==> src/rtl/aes128_pkg.sv <==
// ----------------------------------------------------------------------------
// AES-128 shared definitions
// S-boxes, GF(2^8) helpers, round transforms and key schedule steps.
// ----------------------------------------------------------------------------
package aes128_pkg;

  localparam int unsigned RoundCount = 10;

  typedef enum logic {
    OP_ENCRYPT = 1'b0,
    OP_DECRYPT = 1'b1
  } op_e;

  // configuration register indexes
  typedef enum logic [1:0] {
    REG_KEY_HIGH = 2'd0,
    REG_KEY_LOW  = 2'd1
  } reg_e;

  // byte i of the block sits at blk[15-i]
  typedef logic [15:0][7:0] blk_t;
  typedef logic [3:0]       rnd_t;

  typedef struct packed {
    op_e  op;
    blk_t state;
    blk_t key;
  } beat_t;

  localparam logic [7:0] FWD_SBOX [256] = '{
    8'h63,8'h7C,8'h77,8'h7B,8'hF2,8'h6B,8'h6F,8'hC5,8'h30,8'h01,8'h67,8'h2B,8'hFE,8'hD7,8'hAB,8'h76,
    8'hCA,8'h82,8'hC9,8'h7D,8'hFA,8'h59,8'h47,8'hF0,8'hAD,8'hD4,8'hA2,8'hAF,8'h9C,8'hA4,8'h72,8'hC0,
    8'hB7,8'hFD,8'h93,8'h26,8'h36,8'h3F,8'hF7,8'hCC,8'h34,8'hA5,8'hE5,8'hF1,8'h71,8'hD8,8'h31,8'h15,
    8'h04,8'hC7,8'h23,8'hC3,8'h18,8'h96,8'h05,8'h9A,8'h07,8'h12,8'h80,8'hE2,8'hEB,8'h27,8'hB2,8'h75,
    8'h09,8'h83,8'h2C,8'h1A,8'h1B,8'h6E,8'h5A,8'hA0,8'h52,8'h3B,8'hD6,8'hB3,8'h29,8'hE3,8'h2F,8'h84,
    8'h53,8'hD1,8'h00,8'hED,8'h20,8'hFC,8'hB1,8'h5B,8'h6A,8'hCB,8'hBE,8'h39,8'h4A,8'h4C,8'h58,8'hCF,
    8'hD0,8'hEF,8'hAA,8'hFB,8'h43,8'h4D,8'h33,8'h85,8'h45,8'hF9,8'h02,8'h7F,8'h50,8'h3C,8'h9F,8'hA8,
    8'h51,8'hA3,8'h40,8'h8F,8'h92,8'h9D,8'h38,8'hF5,8'hBC,8'hB6,8'hDA,8'h21,8'h10,8'hFF,8'hF3,8'hD2,
    8'hCD,8'h0C,8'h13,8'hEC,8'h5F,8'h97,8'h44,8'h17,8'hC4,8'hA7,8'h7E,8'h3D,8'h64,8'h5D,8'h19,8'h73,
    8'h60,8'h81,8'h4F,8'hDC,8'h22,8'h2A,8'h90,8'h88,8'h46,8'hEE,8'hB8,8'h14,8'hDE,8'h5E,8'h0B,8'hDB,
    8'hE0,8'h32,8'h3A,8'h0A,8'h49,8'h06,8'h24,8'h5C,8'hC2,8'hD3,8'hAC,8'h62,8'h91,8'h95,8'hE4,8'h79,
    8'hE7,8'hC8,8'h37,8'h6D,8'h8D,8'hD5,8'h4E,8'hA9,8'h6C,8'h56,8'hF4,8'hEA,8'h65,8'h7A,8'hAE,8'h08,
    8'hBA,8'h78,8'h25,8'h2E,8'h1C,8'hA6,8'hB4,8'hC6,8'hE8,8'hDD,8'h74,8'h1F,8'h4B,8'hBD,8'h8B,8'h8A,
    8'h70,8'h3E,8'hB5,8'h66,8'h48,8'h03,8'hF6,8'h0E,8'h61,8'h35,8'h57,8'hB9,8'h86,8'hC1,8'h1D,8'h9E,
    8'hE1,8'hF8,8'h98,8'h11,8'h69,8'hD9,8'h8E,8'h94,8'h9B,8'h1E,8'h87,8'hE9,8'hCE,8'h55,8'h28,8'hDF,
    8'h8C,8'hA1,8'h89,8'h0D,8'hBF,8'hE6,8'h42,8'h68,8'h41,8'h99,8'h2D,8'h0F,8'hB0,8'h54,8'hBB,8'h16
  };

  localparam logic [7:0] INV_SBOX [256] = '{
    8'h52,8'h09,8'h6A,8'hD5,8'h30,8'h36,8'hA5,8'h38,8'hBF,8'h40,8'hA3,8'h9E,8'h81,8'hF3,8'hD7,8'hFB,
    8'h7C,8'hE3,8'h39,8'h82,8'h9B,8'h2F,8'hFF,8'h87,8'h34,8'h8E,8'h43,8'h44,8'hC4,8'hDE,8'hE9,8'hCB,
    8'h54,8'h7B,8'h94,8'h32,8'hA6,8'hC2,8'h23,8'h3D,8'hEE,8'h4C,8'h95,8'h0B,8'h42,8'hFA,8'hC3,8'h4E,
    8'h08,8'h2E,8'hA1,8'h66,8'h28,8'hD9,8'h24,8'hB2,8'h76,8'h5B,8'hA2,8'h49,8'h6D,8'h8B,8'hD1,8'h25,
    8'h72,8'hF8,8'hF6,8'h64,8'h86,8'h68,8'h98,8'h16,8'hD4,8'hA4,8'h5C,8'hCC,8'h5D,8'h65,8'hB6,8'h92,
    8'h6C,8'h70,8'h48,8'h50,8'hFD,8'hED,8'hB9,8'hDA,8'h5E,8'h15,8'h46,8'h57,8'hA7,8'h8D,8'h9D,8'h84,
    8'h90,8'hD8,8'hAB,8'h00,8'h8C,8'hBC,8'hD3,8'h0A,8'hF7,8'hE4,8'h58,8'h05,8'hB8,8'hB3,8'h45,8'h06,
    8'hD0,8'h2C,8'h1E,8'h8F,8'hCA,8'h3F,8'h0F,8'h02,8'hC1,8'hAF,8'hBD,8'h03,8'h01,8'h13,8'h8A,8'h6B,
    8'h3A,8'h91,8'h11,8'h41,8'h4F,8'h67,8'hDC,8'hEA,8'h97,8'hF2,8'hCF,8'hCE,8'hF0,8'hB4,8'hE6,8'h73,
    8'h96,8'hAC,8'h74,8'h22,8'hE7,8'hAD,8'h35,8'h85,8'hE2,8'hF9,8'h37,8'hE8,8'h1C,8'h75,8'hDF,8'h6E,
    8'h47,8'hF1,8'h1A,8'h71,8'h1D,8'h29,8'hC5,8'h89,8'h6F,8'hB7,8'h62,8'h0E,8'hAA,8'h18,8'hBE,8'h1B,
    8'hFC,8'h56,8'h3E,8'h4B,8'hC6,8'hD2,8'h79,8'h20,8'h9A,8'hDB,8'hC0,8'hFE,8'h78,8'hCD,8'h5A,8'hF4,
    8'h1F,8'hDD,8'hA8,8'h33,8'h88,8'h07,8'hC7,8'h31,8'hB1,8'h12,8'h10,8'h59,8'h27,8'h80,8'hEC,8'h5F,
    8'h60,8'h51,8'h7F,8'hA9,8'h19,8'hB5,8'h4A,8'h0D,8'h2D,8'hE5,8'h7A,8'h9F,8'h93,8'hC9,8'h9C,8'hEF,
    8'hA0,8'hE0,8'h3B,8'h4D,8'hAE,8'h2A,8'hF5,8'hB0,8'hC8,8'hEB,8'hBB,8'h3C,8'h83,8'h53,8'h99,8'h61,
    8'h17,8'h2B,8'h04,8'h7E,8'hBA,8'h77,8'hD6,8'h26,8'hE1,8'h69,8'h14,8'h63,8'h55,8'h21,8'h0C,8'h7D
  };

  function automatic logic [7:0] xt(input logic [7:0] x);
    return {x[6:0], 1'b0} ^ (x[7] ? 8'h1B : 8'h00);
  endfunction

  // round constant used to derive round key r from round key r-1
  function automatic logic [7:0] rcon(input rnd_t r);
    logic [7:0] v;
    case (r)
      4'd1:    v = 8'h01;
      4'd2:    v = 8'h02;
      4'd3:    v = 8'h04;
      4'd4:    v = 8'h08;
      4'd5:    v = 8'h10;
      4'd6:    v = 8'h20;
      4'd7:    v = 8'h40;
      4'd8:    v = 8'h80;
      4'd9:    v = 8'h1B;
      4'd10:   v = 8'h36;
      default: v = 8'h00;
    endcase
    return v;
  endfunction

  function automatic logic [7:0] bget(input blk_t b, input int i);
    return b[15-i];
  endfunction

  function automatic blk_t sub_shift(input blk_t s);
    blk_t t;
    for (int c = 0; c < 4; c++) begin
      for (int r = 0; r < 4; r++) begin
        t[15-(4*c+r)] = FWD_SBOX[bget(s, 4*((c+r)%4)+r)];
      end
    end
    return t;
  endfunction

  function automatic blk_t inv_sub_shift(input blk_t s);
    blk_t t;
    for (int c = 0; c < 4; c++) begin
      for (int r = 0; r < 4; r++) begin
        t[15-(4*((c+r)%4)+r)] = INV_SBOX[bget(s, 4*c+r)];
      end
    end
    return t;
  endfunction

  function automatic blk_t mix(input blk_t s);
    blk_t t;
    logic [7:0] a0, a1, a2, a3;
    for (int c = 0; c < 4; c++) begin
      a0 = bget(s, 4*c);
      a1 = bget(s, 4*c+1);
      a2 = bget(s, 4*c+2);
      a3 = bget(s, 4*c+3);
      t[15-(4*c)]   = xt(a0) ^ xt(a1) ^ a1 ^ a2 ^ a3;
      t[15-(4*c+1)] = a0 ^ xt(a1) ^ xt(a2) ^ a2 ^ a3;
      t[15-(4*c+2)] = a0 ^ a1 ^ xt(a2) ^ xt(a3) ^ a3;
      t[15-(4*c+3)] = xt(a0) ^ a0 ^ a1 ^ a2 ^ xt(a3);
    end
    return t;
  endfunction

  function automatic blk_t inv_mix(input blk_t s);
    blk_t t;
    logic [3:0][7:0] a, x2, x4, x8;
    logic [3:0][7:0] m9, m11, m13, m14;
    for (int c = 0; c < 4; c++) begin
      for (int k = 0; k < 4; k++) begin
        a[k]   = bget(s, 4*c+k);
        x2[k]  = xt(a[k]);
        x4[k]  = xt(x2[k]);
        x8[k]  = xt(x4[k]);
        m9[k]  = x8[k] ^ a[k];
        m11[k] = x8[k] ^ x2[k] ^ a[k];
        m13[k] = x8[k] ^ x4[k] ^ a[k];
        m14[k] = x8[k] ^ x4[k] ^ x2[k];
      end
      t[15-(4*c)]   = m14[0] ^ m11[1] ^ m13[2] ^ m9[3];
      t[15-(4*c+1)] = m9[0] ^ m14[1] ^ m11[2] ^ m13[3];
      t[15-(4*c+2)] = m13[0] ^ m9[1] ^ m14[2] ^ m11[3];
      t[15-(4*c+3)] = m11[0] ^ m13[1] ^ m9[2] ^ m14[3];
    end
    return t;
  endfunction

  // RotWord, SubWord and Rcon applied to the last word of a round key
  function automatic logic [31:0] key_core(input logic [31:0] w, input logic [7:0] rc);
    return {FWD_SBOX[w[23:16]] ^ rc, FWD_SBOX[w[15:8]], FWD_SBOX[w[7:0]],
            FWD_SBOX[w[31:24]]};
  endfunction

  function automatic blk_t key_fwd(input blk_t k, input rnd_t r);
    logic [31:0] n0, n1, n2, n3;
    n0 = k[15:12] ^ key_core(k[3:0], rcon(r));
    n1 = k[11:8] ^ n0;
    n2 = k[7:4] ^ n1;
    n3 = k[3:0] ^ n2;
    return {n0, n1, n2, n3};
  endfunction

  function automatic blk_t key_inv(input blk_t k, input rnd_t r);
    logic [31:0] w0, w1, w2, w3;
    w3 = k[3:0] ^ k[7:4];
    w2 = k[7:4] ^ k[11:8];
    w1 = k[11:8] ^ k[15:12];
    w0 = k[15:12] ^ key_core(w3, rcon(r));
    return {w0, w1, w2, w3};
  endfunction

endpackage

==> src/rtl/aes128_enc_stage.sv <==
// ----------------------------------------------------------------------------
// AES-128 forward stage
// Expands the next round key; applies one encryption round to encrypt beats.
// ----------------------------------------------------------------------------
module aes128_enc_stage (
  input  logic              clk_i,
  input  logic              rst_ni,
  input  aes128_pkg::rnd_t  round_i,
  input  logic              valid_i,
  output logic              ready_o,
  input  aes128_pkg::beat_t beat_i,
  output logic              valid_o,
  input  logic              ready_i,
  output aes128_pkg::beat_t beat_o
);
  import aes128_pkg::*;

  logic  valid_q;
  beat_t beat_q, beat_d;
  blk_t  rk, st;

  // advance when empty or when the next stage takes our beat
  assign ready_o = !valid_q || ready_i;

  // one forward round: SubBytes, ShiftRows, MixColumns except last, AddRoundKey
  always_comb begin
    rk = key_fwd(beat_i.key, round_i);
    st = sub_shift(beat_i.state);
    if (round_i != rnd_t'(RoundCount)) begin
      st = mix(st);
    end
    st = st ^ rk;
    beat_d.op    = beat_i.op;
    beat_d.key   = rk;
    beat_d.state = (beat_i.op == OP_ENCRYPT) ? st : beat_i.state;
  end

  always_ff @(posedge clk_i or negedge rst_ni) begin
    if (!rst_ni) begin
      valid_q <= 1'b0;
    end else if (ready_o) begin
      valid_q <= valid_i;
    end
  end

  always_ff @(posedge clk_i) begin
    if (ready_o && valid_i) begin
      beat_q <= beat_d;
    end
  end

  assign valid_o = valid_q;
  assign beat_o  = beat_q;

endmodule

==> config.mk <==
export PLATFORM = sky130hd
export DESIGN_NAME = aes128_enc_stage
export DESIGN_NICKNAME = d
export VERILOG_FILES = /design/src/rtl/aes128_pkg.sv /design/src/rtl/aes128_enc_stage.sv
export SDC_FILE = /design/constraint.sdc
export NUM_CORES = 2
export LEC_CHECK = 0
export BUFFER_PORTS_ARGS = -buffer_cell sky130_fd_sc_hd__buf_2
export CAP_MARGIN = 30
export CELL_PAD_IN_SITES_DETAIL_PLACEMENT = 1
export CELL_PAD_IN_SITES_GLOBAL_PLACEMENT = 1
export CORE_AREA = 2 2 539 541
export CTS_CLUSTER_DIAMETER = 40
export DETAILED_ROUTE_END_ITERATION = 10
export DIE_AREA = 0 0 541 543
export HOLD_SLACK_MARGIN = 0.12
export PLACE_DENSITY_LB_ADDON = 0.25
export SETUP_SLACK_MARGIN = 0.15
export SLEW_MARGIN = 0
export SYNTH_ARGS = -nofsm -noshare
export SYNTH_HDL_FRONTEND = slang
export SYNTH_SLANG_ARGS = --single-unit
==> constraint.sdc <==
create_clock -name clk_i -period 19.81 [get_ports clk_i]
set_clock_uncertainty 0.1 [all_clocks]
set_input_delay 2.9715 -clock clk_i [delete_from_list [all_inputs] [get_ports clk_i]]
set_output_delay 2.9715 -clock clk_i [all_outputs]
set_load 0.02 [all_outputs]
==> results.toml <==
[sta]
finalHoldViolCount = 0
min_period_over_period = 0.467
whs_ps = 448
finalMaxSlewViolations = 0
tns_ps = 0
setup_ws_ps = 10560
setup_viol = 0
worst_slew_pin_slew_ps = 1130
min_period_ps = 9250
fmax_mhz = 108
rsz0062_at_grt = "false"
relSlewSlack = 0.228

[placement]
dp.cells = 15200
pre_cts_slack_ps = 10000
portBuffers = 523
gp_routability_congestion = 1.05
dpl.hpwl_um = 427000

[cts]
postCtsSetupBuffers = 0
cts_tree = "done"
ctsLongestPathBuffers = 3
hold_buffers = 0
h-tree-depth = 3
cts_buffers = 74
cts_resized = 0
clk_pin_slew_ps = 40
cts.sinks = 258
clkLatencyLatePin_ps = 680
cts-root-buf = "clkbuf_16"

[setup_path]
timing.reg2reg.worst_path_depth = 4
r2r-start = "valid_o$_DFFE_PN0N_"
rrSetupSlack_ps = 16820
critical_path_class = "in2reg"
cp.arrival_ps = 9580
cp_top_family = "XOR/XNOR gates"
path_cells = "buf_2 > inv_1 > ha_1 > nor2b_1 > mux2i_1 > a21oi_1 > a32oi_1 > mux4_2 > xnor2_2 > buf_4 > xor2_2 > xnor2_1 > xnor2_1 > xor2_1 > mux2i_1 > buf_4"
crit_fanout = 32
path_depth = 16
max_stage_delay_ps = 780
crit_slowest_cell = "ha_1"
required_ps = 20140
worstPathBufferInverterCount = 4
crit_path_end_kind = "register"
r2r-end = "beat_o[20]$_DFFE_PP_"
start_kind = "input pin"

[synth]
synth_ff_type = "edfxtp_1"
yosysTopAreaCellShare = 0.0897
async_flop_share = 0.00388
syn_avg_cell_area_um2 = 7.17
yosysUniqueCellTypes = 126
syn_nets = 12600
synth_area_mm2 = 0.0860
synth_top_area_cell = "edfxtp_1"
synth_edf_count = 257
yosys-top-cells-area = "edfxtp_1, mux4_2, a21oi_1, o21ai_0, xnor2_1"
synth-seq-cells = 258
ys_warn_count = 0
netlist_instances = 12000
ys_seq_area_frac = 0.0900

[grt]
antenna_found_initial = 91
grt_max_degree = 95
grt_pass1_vias = 102000
grt_pass1_wl_um = 819000
overflow = 0
track_usage = 0.378

[drt]
vias = 107000
drt_pass1_iterations = 6
remaining_drc_errors = 0
wl_um = 583000
routed_via_density = 6.98
final_antenna_net_count = 0
post_drt_wl_per_cell_um = 37.9
drtIter0Drc = 16700

[floorplanning]
die_x_um = 541
ioPinCount = 524
num_rows = 197
core_area_mm2 = 0.287
start_util = 0.299
dieArea_mm2 = 0.294
fp.dieH_um = 543

[cells_and_area]
drive_gt1_frac = 0.142
syn_to_final_growth_pct = 7.57
layout_commonest_cell = "nand2_1"
num-fill-cells = 35300
finalNonFillerCells = 15400
layout_common_cells = "nand2_1, a21oi_1, o21ai_0"
final_nets = 12100

[power]
pwr-share-clk = 0.199
netSwitchingPower_mw = 3.52
switching_share = 0.538
comb_power_share = 0.666
seqPwrFrac = 0.135
p_per_area_mw_per_mm2 = 70.7
p_leak_nw = 33.1
p_int_mw = 3.02
max-vdd-ir-drop_mv = 0.0639

[run]
cap_violations = 0

[min_path]
hold_path.class = "reg2reg"
whs_path_depth = 2
worstHoldStart = "valid_o$_DFFE_PN0N_"
hold_path_end = "valid_o$_DFFE_PN0N_"

[status]
status = "complete, no violations"
==> routing by layer <==
layer	part of all wire	track usage
met3	0.099	0.0786
met2	0.43	0.569
met1	0.39	0.484
met4	0.080	0.251
met5	0.00074	0
==> worst min-delay path, stage by stage, from the launching register on <==
cell and delay [ps]:
dfrtp_1 340, nand2b_1 90, nand2b_1 80
==> metrics by stage <==
step                power [mW]  area (um2)   util
floorplan                 3.32       86000      -
global placement          5.02       89300  0.311
detailed placement        5.05       89700  0.312
CTS                       6.37       92300  0.321
global route              6.69       92500  0.322
finish                    6.54       92500  0.322
==> final cells by class <==
cell class | instances | area [um2] | share of cell area
clock inverter | 55 | 719 | 0.00777
inverter | 247 | 930 | 0.0100
tap | 3781 | 4730 | 0.0511
multi-input combinational | 10100 | 71100 | 0.768
timing repair buffer | 852 | 5310 | 0.0574
clock buffer | 82 | 1880 | 0.0203
sequential | 258 | 7740 | 0.0837
antenna | 45 | 113 | 0.00122
==> how the worst max path moves through the flow <==
stage | from | to
2_1_floorplan | ready_i | beat_o[0]$_DFFE_PP_
3_3_place_gp | beat_i[9] | beat_o[144]$_DFFE_PP_
3_5_place_dp | beat_i[9] | beat_o[144]$_DFFE_PP_
4_1_cts | beat_i[9] | beat_o[144]$_DFFE_PP_
5_1_grt | beat_i[1] | beat_o[136]$_DFFE_PP_
6_report | beat_i[1] | beat_o[136]$_DFFE_PP_
==> state kept, by name (all words and copies together), names as in the netlist <==
| register | count |
|---|---|
| valid_o | 1 |
| beat_o | 257 |
==> Yosys cell counts, types with 286 or more instances <==
cell,n
nor3_1,410
buf_2,474
nand3_1,413
nor2_1,800
nor2b_1,392
clkbuf_1,730
nand2b_1,437
nand2_1,969
xnor2_1,475
a21oi_1,882
o21ai_0,872
ha_1,294
a31oi_1,286
==> cell families after synthesis <==
logic type,count (synthesis),share of synthesized area
muxes,525,0.102
AOI/OAI and AO/OA,4272,0.342
and+or+nand+nor,4201,0.247
DFF,258,0.0900
adders and majority gates,296,0.0431
buffers and inverters,1675,0.0852
xor gates and xnor gates,777,0.0905
==> power groups by stage <==
stage	clock (mW)	sequential (mW)	combinational, mW
after global placement	0	0.881	4.14
after floorplan	0	0.928	2.40
after CTS	1.31	0.871	4.19
final	1.30	0.881	4.36
after detailed placement	0	0.880	4.17
after global routing	1.34	0.879	4.47
Power figures use the tool's default switching activity.
